**config.mk**
```make
export PLATFORM = sky130hd
export DESIGN_NAME = knn_dist
export DESIGN_NICKNAME = d
export VERILOG_FILES = /design/src/rtl/core/k_nearest_neighbor_search_core_defines.svh /design/src/rtl/core/knn_pkg.sv /design/src/rtl/core/knn_dist.sv
export SDC_FILE = /design/constraint.sdc
export NUM_CORES = 2
export LEC_CHECK = 0
export BUFFER_PORTS_ARGS = -buffer_cell sky130_fd_sc_hd__buf_2
export CAP_MARGIN = 20
export CORE_UTILIZATION = 36
export CTS_CLUSTER_DIAMETER = 150
export DETAILED_ROUTE_END_ITERATION = 6
export PLACE_DENSITY_LB_ADDON = 0.05
export SYNTH_ARGS = -nofsm -noshare
export SYNTH_HDL_FRONTEND = slang
export SYNTH_SLANG_ARGS = --single-unit
```
**constraint.sdc**
```tcl
create_clock -name clk -period 17.12 [get_ports clk]
set_clock_uncertainty 0.1 [all_clocks]
set_input_delay 0.856 -clock clk [delete_from_list [all_inputs] [get_ports clk]]
set_output_delay 0.856 -clock clk [all_outputs]
set_load 0.05 [all_outputs]
```
**src/rtl/core/k_nearest_neighbor_search_core_defines.svh**
```systemverilog
// Assertion macros shared by the k-nearest-neighbor search core.
// Needs clk and rst_n in the scope where a macro is used.
`ifndef K_NEAREST_NEIGHBOR_SEARCH_CORE_DEFINES_SVH
`define K_NEAREST_NEIGHBOR_SEARCH_CORE_DEFINES_SVH

// Same-cycle implication, checked out of reset.
`define KNN_ASSERT_NOW(label, ante, cons, msg) \
    label: assert property (@(posedge clk) disable iff (!rst_n) (ante) |-> (cons)) \
        else $error(msg);

// Next-cycle implication, checked out of reset.
`define KNN_ASSERT_NEXT(label, ante, cons, msg) \
    label: assert property (@(posedge clk) disable iff (!rst_n) (ante) |=> (cons)) \
        else $error(msg);

`endif

```
**src/rtl/core/knn_pkg.sv**
```systemverilog
// Shared constants, codes and types of the k-nearest-neighbor search core.
// No dependencies; every other file but the macro header imports it.
package knn_pkg;

    localparam int MAX_POINTS = 64;
    localparam int MAX_K      = 20;
    localparam int COORD_BITS = 16;

    localparam int IDX_W  = $clog2(MAX_POINTS);       // stored point index
    localparam int CNT_W  = $clog2(MAX_POINTS + 1);   // point count
    localparam int SLOT_W = (MAX_K > 1) ? $clog2(MAX_K) : 1;
    localparam int K_W    = $clog2(MAX_K + 1);        // neighbor count
    localparam int DIFF_W = COORD_BITS + 1;
    localparam int SQ_W   = 2 * COORD_BITS;
    localparam int DIST_W = SQ_W + 2;

    localparam int FUNC_W = 2;
    localparam logic [FUNC_W-1:0] FUNC_CLEAR  = 2'd0;
    localparam logic [FUNC_W-1:0] FUNC_APPEND = 2'd1;
    localparam logic [FUNC_W-1:0] FUNC_QUERY  = 2'd2;

    localparam int APB_DATA_W = 32;
    localparam int APB_ADDR_W = 3;
    localparam int REG_IDX_W  = APB_ADDR_W - 2;
    localparam logic [REG_IDX_W-1:0] REG_NEIGHBOR_COUNT = 1'b0;

    typedef struct packed {
        logic signed [COORD_BITS-1:0] x;
        logic signed [COORD_BITS-1:0] y;
        logic signed [COORD_BITS-1:0] z;
    } point_t;

    typedef struct packed {
        logic             wr_en;
        logic [IDX_W-1:0] wr_addr;
        point_t           wr_data;
        logic             rd_en;
        logic [IDX_W-1:0] rd_addr;
    } mem_req_t;

    // One candidate entering the top-k list
    typedef struct packed {
        logic              vld;
        logic [IDX_W-1:0]  idx;
        logic [DIST_W-1:0] dsq;
    } cand_t;

endpackage

```
**src/rtl/core/knn_dist.sv**
```systemverilog
// Three-stage squared-distance pipeline: subtract, square, sum.
// Depends on knn_pkg.
module knn_dist import knn_pkg::*;
(
    input  logic             clk,
    input  logic             rst_n,
    input  point_t           ref_pt,
    input  logic             in_vld,
    input  logic [IDX_W-1:0] in_idx,
    input  point_t           in_pt,
    output cand_t            cand,
    output logic             busy
);

    logic                     s1_vld_reg, s2_vld_reg, s3_vld_reg;
    logic [IDX_W-1:0]         s1_idx_reg, s2_idx_reg, s3_idx_reg;
    logic signed [DIFF_W-1:0] s1_dx_reg, s1_dy_reg, s1_dz_reg;
    logic [SQ_W-1:0]          s2_sx_reg, s2_sy_reg, s2_sz_reg;
    logic [DIST_W-1:0]        s3_dist_reg;
    logic signed [2*DIFF_W-1:0] px, py, pz;

    always_comb
    begin
        px = s1_dx_reg * s1_dx_reg;
        py = s1_dy_reg * s1_dy_reg;
        pz = s1_dz_reg * s1_dz_reg;
    end

    always_ff @(posedge clk or negedge rst_n)
    begin
        if (!rst_n)
        begin
            s1_vld_reg <= 1'b0;
            s2_vld_reg <= 1'b0;
            s3_vld_reg <= 1'b0;
        end
        else
        begin
            s1_vld_reg <= in_vld;
            s2_vld_reg <= s1_vld_reg;
            s3_vld_reg <= s2_vld_reg;
        end
    end

    always_ff @(posedge clk)
    begin
        s1_idx_reg <= in_idx;
        s1_dx_reg  <= DIFF_W'(ref_pt.x) - DIFF_W'(in_pt.x);
        s1_dy_reg  <= DIFF_W'(ref_pt.y) - DIFF_W'(in_pt.y);
        s1_dz_reg  <= DIFF_W'(ref_pt.z) - DIFF_W'(in_pt.z);

        // |d| < 2^COORD_BITS, so each square fits in SQ_W bits
        s2_idx_reg <= s1_idx_reg;
        s2_sx_reg  <= px[SQ_W-1:0];
        s2_sy_reg  <= py[SQ_W-1:0];
        s2_sz_reg  <= pz[SQ_W-1:0];

        s3_idx_reg  <= s2_idx_reg;
        s3_dist_reg <= DIST_W'(s2_sx_reg) + DIST_W'(s2_sy_reg) + DIST_W'(s2_sz_reg);
    end

    assign cand.vld  = s3_vld_reg;
    assign cand.idx  = s3_idx_reg;
    assign cand.dsq  = s3_dist_reg;
    assign busy      = s1_vld_reg | s2_vld_reg | s3_vld_reg;

endmodule

```
==> impl_results.md <==
* Busiest metal layer after global routing: met2
* Syn Inst Count at between 3,000 and 4,000
* CTS tree: built
* Initial Utilization at 0.364
* Synthesis-to-finish area growth at 7.67%
* Shortest period the worst path allows at around 7400 ps
* Mapped Avg Cell Area at ~9.5 um^2
* Number of diodes at 0
* Register area share after synthesis at 0.110
* Status: completed
* M3 GR Usage at 0.0157
* Final HPWL DP at a little over 70,000 um
* Post-synth EDFFs at 0
* Cell area after layout at just under 40,000 um^2
* Largest cells by area after synthesis: fa_1 (44%), ha_1 (11%), inv_1 (11%)
* DIE HEIGHT at 320 um
* Most common cell after layout, fill and taps aside: inv_1
* H-tree levels at 4
* Area leader, netlist: fa_1
* RSZ-0062 raised after global routing: no
* Relative slew slack at 0.289
* Clk slew on worst S/H paths at roughly 90 ps
* DRC viols at 0
* Setup bufs post-CTS at 0
* Post-synth cell types at 63
* Filler cell count at between 10,000 and 15,000
* Final Util at 0.392
* Crit start category: register
* Peak Freq at 135 MHz
* Top_reg_cell synth: dfxtp_1
* Final nets at 5,162
* Top-area cell type share of the netlist area at 0.441
* Cell Area, Placed at roughly 39,000 um^2
* Clock buffer depth at 2
* Syn. warnings at 0
* Full die area at just over 100,000 um^2
* First-pass GRT wire length at around 140,000 um
* Share of layout cells above drive strength 1 at 0.0549
* Critical Path AT at approximately 7700 ps
* Finish-stage setup viols at 0
* Reported max-cap violation count at 0
* WHS at roughly 230 ps
* TritonCTS buffer count at 17
* Die width at roughly 320 um
* GR met1 Demand/Resource at 0.254
* Final wirelength at between 80,000 and 90,000 um
* Slew Viols, Final at 0
* Port bufs at between 100 and 150
* Critical Path End Type: register
* DR vias at 23,600
* Initial antenna violation count at 2
* I/O pins at around 150
* Placer Congestion at ~0.80
* TritonRoute pass-1 iters at 5
* Gr ovfl total at 0
* Core footprint at approximately 100,000 um^2
* Most frequent cells in the layout: inv_1 (1,081), fa_1 (803), ha_1 (331)
* Crit Path Category: register to register
* 1st-iter DRT viols at 1,038
* Synth async-reset ratio at 0.0151
* Hold Buf Count CTS at 1
* Antenna violation net count after detailed routing at 0
* Synth Cell Area at 36,400 um^2
* # rows at 116
* Cts repair resizes at 0
* Met2 usage at 0.288
* Flops & latches, synth at roughly 200
* DR vias/cell at 4.51
* Clk_lat worst skew at around 520 ps
* Actual slew at the worst max-slew pin at between 1000 and 1500 ps
* Worst hold path class: register to register
* Maximum fanout along the worst path at 17
* Final hold violations at 0
* Fin crit share at 0.432
* Root Buffer: clkbuf_16
* Vias in the first global route at approximately 26,000
* Max reg flops at 34
* CTS Sinks at 199
* Crit path required time at 17,430 ps
* Largest net degree at the start of global routing at 32
* Routed length per instance at 15.9 um
* Global-route usage over all layers at 0.175
* Setup tns final at 0 ps
* Reg2Reg Setup Slack at about 10000 ps
cells by family (layout without fill, tap and decap cells):
group	Yosys count	after routing	synth area share
buf+inv	1153	1271	0.119
fa+ha+maj	1134	1134	0.555
simple gates	752	752	0.100
compound gates	378	378	0.0681
flops	199	199	0.110
xor+xnor	194	194	0.0466
mux	5	5	0.00151
other cells	1	3	0.000103
per-stage QoR:
stage / setup WS (ps) / std cells
floorplan: 10660 / 3818
global placement: 9680 / 5201
detailed placement: 9700 / 5201
CTS: 9670 / 5234
global route: 9230 / 5234
finish: 9730 / 5234
worst max-delay path, cell delays in order, from the launching register on:
cell	delay, ps
dfxtp_1	870
inv_1	310
nor2_1	230
ha_1	280
xor2_1	190
fa_1	510
fa_1	520
inv_1	60
fa_1	500
fa_1	490
inv_1	50
fa_1	470
inv_1	40
ha_1	330
a22o_1	220
nor4_1	380
nor4b_1	430
a211oi_1	220
o311a_1	430
o21a_1	220
o21a_1	170
o311ai_1	260
worst paths after layout:
path	start	to	depth (start not counted)
setup / recovery	s1_dy_reg[3]	s2_sy_reg[30]	21
hold / removal	s2_idx_reg[4]	s3_idx_reg[4]	0
setup reg to reg	s1_dy_reg[3]	s2_sy_reg[30]	21
hold reg to reg	s2_idx_reg[4]	s3_idx_reg[4]	0
max in group asynchronous	rst_n	s2_vld_reg	2
min in group asynchronous	rst_n	s3_vld_reg	2
layout make-up:
type	count	area (um^2)	share of cell area
Multi-Input combinational cell	2466	28100	0.717
Inverter	1081	4060	0.103
Clock buffer	18	439	0.0112
Timing Repair Buffer	158	823	0.0210
Clock inverter	14	175	0.00447
Tap cell	1298	1620	0.0414
Sequential cell	199	4000	0.102
cells in the mapped netlist (4+ instances only):
| cell type | instances |
|---|---|
| inv_1 | 1081 |
| fa_1 | 803 |
| ha_1 | 331 |
| nand2_1 | 284 |
| dfxtp_1 | 196 |
| and2_1 | 168 |
| xnor2_1 | 156 |
| nor2_1 | 125 |
| a21oi_1 | 108 |
| o21ai_0 | 69 |
| clkbuf_1 | 68 |
| nor2b_1 | 39 |
| o21a_1 | 38 |
| xor2_1 | 38 |
| a21o_1 | 36 |
| nor3_1 | 28 |
| nand2b_1 | 26 |
| nand3_1 | 21 |
| a211oi_1 | 20 |
| and3_1 | 18 |
| a2111oi_0 | 13 |
| o21bai_1 | 13 |
| or3_1 | 12 |
| a31oi_1 | 11 |
| or2_2 | 9 |
| a31o_2 | 8 |
| a211o_1 | 6 |
| nand4_1 | 6 |
| nor4_1 | 6 |
| o211ai_1 | 6 |
| o31a_1 | 6 |
| o22ai_1 | 5 |
| a21boi_0 | 4 |
| a311oi_1 | 4 |
| a41o_1 | 4 |
| mux2_2 | 4 |
| o2111ai_1 | 4 |
| o31ai_1 | 4 |
routing by layer:
metal	wire (um)	share of wire
met4	651	0.0078
met2	38800	0.47
met5	0	0
met1	41900	0.50
met3	1790	0.022
Power is not shown: default switching activity piles up to over one toggle a cycle in this logic, so the estimate is an artifact.
