===== config.mk =====
export PLATFORM = sky130hd
export DESIGN_NAME = knn_topk
export DESIGN_NICKNAME = d
export VERILOG_FILES = /design/src/rtl/core/knn_pkg.sv /design/src/rtl/core/knn_topk.sv
export VERILOG_INCLUDE_DIRS = /design/src /design/src/rtl/core
export SDC_FILE = /design/constraint.sdc
export NUM_CORES = 2
export LEC_CHECK = 0
export BUFFER_PORTS_ARGS = -buffer_cell sky130_fd_sc_hd__buf_2
export CAP_MARGIN = 20
export CORE_UTILIZATION = 65
export CTS_BUF_LIST = sky130_fd_sc_hd__clkbuf_8 sky130_fd_sc_hd__clkbuf_16
export CTS_CLUSTER_SIZE = 20
export DETAILED_ROUTE_END_ITERATION = 10
export GPL_TIMING_DRIVEN = 0
export PLACE_DENSITY = 0.82
export SYNTH_ARGS = -nofsm -noshare
export SYNTH_HDL_FRONTEND = slang
export SYNTH_SLANG_ARGS = --single-unit

===== constraint.sdc =====
create_clock -name clk -period 8.2 [get_ports clk]
set_clock_uncertainty 0.15 [all_clocks]
set_input_delay 1.23 -clock clk [delete_from_list [all_inputs] [get_ports clk]]
set_output_delay 1.23 -clock clk [all_outputs]
set_load 0.005 [all_outputs]

===== src/rtl/core/k_nearest_neighbor_search_core_defines.svh =====
// Assertion macros shared by the k-nearest-neighbor search core.
// Needs clk and rst_n in the scope where a macro is used.
`ifndef K_NEAREST_NEIGHBOR_SEARCH_CORE_DEFINES_SVH
`define K_NEAREST_NEIGHBOR_SEARCH_CORE_DEFINES_SVH

// Same-cycle implication, checked out of reset.
`define KNN_ASSERT_NOW(label, ante, cons, msg) \
    label: assert property (@(posedge clk) disable iff (!rst_n) (ante) |-> (cons)) \
        else $error(msg);

// Next-cycle implication, checked out of reset.
`define KNN_ASSERT_NEXT(label, ante, cons, msg) \
    label: assert property (@(posedge clk) disable iff (!rst_n) (ante) |=> (cons)) \
        else $error(msg);

`endif


===== src/rtl/core/knn_pkg.sv =====
// Shared constants, codes and types of the k-nearest-neighbor search core.
// No dependencies; every other file but the macro header imports it.
package knn_pkg;

    localparam int MAX_POINTS = 64;
    localparam int MAX_K      = 20;
    localparam int COORD_BITS = 16;

    localparam int IDX_W  = $clog2(MAX_POINTS);       // stored point index
    localparam int CNT_W  = $clog2(MAX_POINTS + 1);   // point count
    localparam int SLOT_W = (MAX_K > 1) ? $clog2(MAX_K) : 1;
    localparam int K_W    = $clog2(MAX_K + 1);        // neighbor count
    localparam int DIFF_W = COORD_BITS + 1;
    localparam int SQ_W   = 2 * COORD_BITS;
    localparam int DIST_W = SQ_W + 2;

    localparam int FUNC_W = 2;
    localparam logic [FUNC_W-1:0] FUNC_CLEAR  = 2'd0;
    localparam logic [FUNC_W-1:0] FUNC_APPEND = 2'd1;
    localparam logic [FUNC_W-1:0] FUNC_QUERY  = 2'd2;

    localparam int APB_DATA_W = 32;
    localparam int APB_ADDR_W = 3;
    localparam int REG_IDX_W  = APB_ADDR_W - 2;
    localparam logic [REG_IDX_W-1:0] REG_NEIGHBOR_COUNT = 1'b0;

    typedef struct packed {
        logic signed [COORD_BITS-1:0] x;
        logic signed [COORD_BITS-1:0] y;
        logic signed [COORD_BITS-1:0] z;
    } point_t;

    typedef struct packed {
        logic             wr_en;
        logic [IDX_W-1:0] wr_addr;
        point_t           wr_data;
        logic             rd_en;
        logic [IDX_W-1:0] rd_addr;
    } mem_req_t;

    // One candidate entering the top-k list
    typedef struct packed {
        logic              vld;
        logic [IDX_W-1:0]  idx;
        logic [DIST_W-1:0] dsq;
    } cand_t;

endpackage


===== src/rtl/core/knn_topk.sv =====
// Sorted top-k list: one insertion per cycle into a row of slots, read by slot.
// Depends on knn_pkg and the assertion macro header.
`include "k_nearest_neighbor_search_core_defines.svh"

module knn_topk import knn_pkg::*;
(
    input  logic              clk,
    input  logic              rst_n,
    input  logic              clear,
    input  logic [K_W-1:0]    k,
    input  cand_t             cand,
    input  logic [SLOT_W-1:0] rd_slot,
    output logic [K_W-1:0]    cnt,
    output logic [IDX_W-1:0]  rd_idx,
    output logic [DIST_W-1:0] rd_dist
);

    logic [DIST_W-1:0] slot_d_reg [MAX_K];
    logic [IDX_W-1:0]  slot_i_reg [MAX_K];
    logic [K_W-1:0]    cnt_reg;
    logic [MAX_K-1:0]  greater;
    logic [MAX_K-1:0]  prev_greater;

    // A slot moves when it is empty or holds a strictly larger distance;
    // ties keep the earlier (lower) index ahead.
    always_comb
    begin
        for (int i = 0; i < MAX_K; i++)
        begin
            greater[i] = (K_W'(i) < k) &&
                         ((K_W'(i) >= cnt_reg) || (slot_d_reg[i] > cand.dsq));
        end
        prev_greater = greater << 1;
    end

    for (genvar i = 0; i < MAX_K; i++)
    begin : g_slot
        always_ff @(posedge clk)
        begin
            if (cand.vld && greater[i])
            begin
                if (!prev_greater[i])
                begin
                    slot_d_reg[i] <= cand.dsq;
                    slot_i_reg[i] <= cand.idx;
                end
                else
                begin
                    if (i > 0)
                    begin
                        slot_d_reg[i] <= slot_d_reg[(i > 0) ? i - 1 : 0];
                        slot_i_reg[i] <= slot_i_reg[(i > 0) ? i - 1 : 0];
                    end
                end
            end
        end
    end

    always_ff @(posedge clk or negedge rst_n)
    begin
        if (!rst_n)
        begin
            cnt_reg <= '0;
        end
        else if (clear)
        begin
            cnt_reg <= '0;
        end
        else if (cand.vld && (cnt_reg < k))
        begin
            cnt_reg <= cnt_reg + K_W'(1);
        end
    end

    assign cnt     = cnt_reg;
    assign rd_idx  = slot_i_reg[rd_slot];
    assign rd_dist = slot_d_reg[rd_slot];

    `KNN_ASSERT_NOW(a_cnt_bound, 1'b1, cnt_reg <= K_W'(MAX_K), "top-k count above MAX_K")
    `KNN_ASSERT_NEXT(a_clear_empties, clear, cnt_reg == '0, "top-k list not empty after clear")
    `KNN_ASSERT_NOW(a_sorted_head, cnt_reg >= K_W'(2), slot_d_reg[0] <= slot_d_reg[1], "top-k list out of order")

endmodule


==> results.md <==
* Synth cell count leaders: edfxtp_1, mux2_2, ha_1, mux4_2, a21oi_1
* Fillers at 5,581
* Core region area at 83,700 um2
* Grt total ovfl at 0
* Peak VDD IR at 0.000212 V
* Starting Density at 65.7%
* Layout area overhead at 11.0%
* Antenna violations before repair at 11
* GRT Total Usage at 48.1%
* Switching power share of the total at 29.8%
* Cells after synthesis at 4,029
* Post-DRT Antenna Nets at 0
* Initial drt markers at 7,222
* Yosys warnings at 0
* First-pass DRT Iterations at 8
* DR WL/cell at 37.5 um
* Mapped cell area at 55,000 um2
* Worst Setup End Kind: flip-flop
* CTS tree: yes
* Synth unique cells at 72
* Final Setup Violations at 0
* Final Power at 0.0116 W
* Critical path's slowest cell: nor3_1
* Placement Setup Slack at 380 ps
* Main synth FF type: edfxtp_1
* Final std cells w/o fill at 5,503
* Critical path fanouts, max at 21
* Worst Path Buf+Inv at 5
* Worst path cell trace: buf_2 -> clkbuf_1 -> inv_1 -> ha_1 -> nand4_1 -> or4_1 -> nor3_1 -> o41ai_2 -> clkbuf_4 -> o2111ai_1 -> o21ai_1 -> nor2_1 -> buf_2 -> mux2_2
* Register bit total from synthesis at 805
* Worst-margin pin slew at 1430 ps
* Async SR Flop Fraction at 0.621%
* Via count at 42,500
* Bufs on Longest Clock Path at 3
* R2r worst-path depth at 11
* Final wirelength at 206,000 um
* Mux contribution to synthesized area at 25.5%
* Slew Limit Headroom at 3.54%
* Largest family of logic cells by synthesized area: multiplexers
* FMAX at 129 MHz
* Adder-cell share of the synthesized area at 15.6%
* Hold crit path type: in -> async
* Layout cells sized above 1 at 31.8%
* Crit-path max cell delay at 980 ps
* Status: finished, final reports clean
* Xor/xnor share of the synthesized area at 0.0637%
* DPL Wire Length at 152,000 um
* Minimum clock period at 7760 ps
* Inst Count DP at 5,323
* Final hold viol count at 0
* Max reg flops at 680
* PwrDens at 190 nW/um2
* Sequential area share after synthesis at 43.9%
* Max cap viols at 0
* Worst setup SP type: input port
* Die Footprint at 85,800 um2
* Critical path origin: cand[33]
* Synthesized-area fraction occupied by and/or/nand/nor cells at 5.70%
* Post-synth net total at 4,770
* Clock latency on the worst-skew pair at 700 ps
* Clock Sink Count at 805
* Yosys top cell area share at 43.7%
* Most common cell in the netlist: edfxtp_1
* Post-synth EDFFs at 800
* Postcts setup bufs at 0
* Net Switching at 0.00347 W
* Die height at 293 um
* Clock share of power at 34.8%
* Pin count of the biggest net entering global routing at 50
* Num CTS Buffers at 90
* WHS at 194 ps
* H-tree level count at 3
* Worst flop-to-flop path endpoint: slot_d_reg[3][12]
* Vias in the first global route at 40,500
* Most frequent CP cell: buf_2
* First-pass GRT wire length at 291,000 um
* NumNets Final at 5,034
* IO Pins at 99
* Drt drc at 0
* Synth area leader: edfxtp_1
* CP top delay family: simple AND/OR/NAND/NOR gates
* Post_cts resized at 0
* Synth top area cells: edfxtp_1, ha_1, mux2_2, mux4_2, a21oi_1
* Reg2reg setup slack at 1860 ps
* Port-buffer cells at 92
* RSZ-0062 raised after global routing: no
* Clk slew on worst S/H paths at 60 ps
* Die width at 293 um
* P_int at 0.00816 W
* Row count at 106
* Final Max Tran Viols at 0
* Critical path class: in -> reg
* GPL Wtd Cong at 1.05
* Logic pwr share at 20.7%
* Setup slack after layout at 445 ps
* Fin crit share at 94.6%
* Avg Cell Area, Syn at 13.6 um2
* CTS root buf: clkbuf_16
* Via density at 7.72
* FF-to-FF Start: slot_d_reg[2][33]
* Compound-gate portion of the synthesized area at 6.71%
* WP data required at 8470 ps
* P_leak at 23.1 nW
* WP data arrival at 8020 ps
* Register share of total power at 44.5%
* # hold bufs at CTS at 0
==> stage by stage <==
step	util, %	TNS (ps)	area [um2]
after detailed placement	69.4	0	58100
after floorplan	-	0	55000
after global placement	67.9	-2124680	56900
after CTS	72.8	0	60900
final	72.9	0	61000
after global routing	72.9	0	61000
==> metal layers <==
| metal | global-route usage (%) | vias up | wire [um] |
|---|---|---|---|
| li1 | - | 16900 | - |
| met1 | 61.9 | 20800 | 71200 |
| met2 | 66.6 | 3900 | 83900 |
| met3 | 19.4 | 883 | 33300 |
| met4 | 32.2 | 8 | 17600 |
| met5 | 0.908 | - | 128 |
==> placed cells by master (no fill, tap or decap), types with 11 or more instances in the layout <==
master     netlist  final
nor4_1          27     23
o21ai_0        135    135
a21oi_1        235    235
buf_2           66    167
buf_4            8     14
edfxtp_1       800    800
nand4_1        128    128
mux2_2         733    733
buf_16           0     12
a21o_1          69     69
clkbuf_1       124    123
nor2b_1         13     13
clkinv_2         0     19
and4_1          18     18
buf_8            0     28
nand3_1        106    106
ha_1           687    687
nand2_1        138    138
clkinv_1         0     26
buf_1           25     25
a211oi_1        46     45
nor3_1          32     31
a221oi_1        15     15
inv_1           92     95
clkbuf_16        0     91
nand2b_1        14     14
buf_6            4     19
mux2_1          34     34
a31oi_1         11     11
nor2_1          91     84
mux4_2         240    240
==> kinds of logic after synthesis <==
group | count (synthesis)
buffers and inverters | 319
flip-flops | 805
AND/OR/NAND/NOR | 606
multiplexers | 1007
AO/OA/AOI/OAI | 601
XOR/XNOR | 4
adder cells (fa/ha/maj) | 687
==> cell type report <==
| type | count | area [um2] | area share [%] |
|---|---|---|---|
| multi-input cells | 2905 | 29600 | 48.5 |
| flip-flops and latches | 805 | 24100 | 39.6 |
| clock buffers | 91 | 2280 | 3.73 |
| repair buffers | 172 | 1660 | 2.71 |
| well taps | 1134 | 1420 | 2.32 |
| plain buffers | 227 | 1000 | 1.64 |
| clock inverters | 71 | 542 | 0.887 |
| inverters | 92 | 353 | 0.578 |
| diodes | 6 | 15.0 | 0.0246 |
==> power by group through the flow <==
stage	logic, W	registers (W)	clock network [W]
final	0.00241	0.00517	0.00405
after global routing	0.00252	0.00518	0.00415
after CTS	0.00231	0.00515	0.00400
after detailed placement	0.00229	0.00523	0
after global placement	0.00212	0.00525	0
after floorplan	0.00147	0.00512	0
==> worst max-delay path by stage <==
stage                     cells after the start  slack (ps)                end
final                                        14         440  slot_d_reg[3][12]
after global routing                         14         500  slot_d_reg[3][11]
after detailed placement                     13         380   slot_i_reg[6][5]
after floorplan                              13         740  slot_d_reg[12][0]
after CTS                                    13        1100   slot_i_reg[6][5]
after global placement                       10       -7020  slot_d_reg[0][22]
==> worst register-to-register path: stages (launching register included) <==
cell and delay [ps]:
edfxtp_1 440, ha_1 510, nand4_1 450, or4_1 870, nor3_1 980, o41ai_2 360
clkbuf_4 310, o2111ai_1 110, o21ai_1 310, nor2_1 600, buf_2 580, mux2_2 420
(Power assumes the default switching activity.)
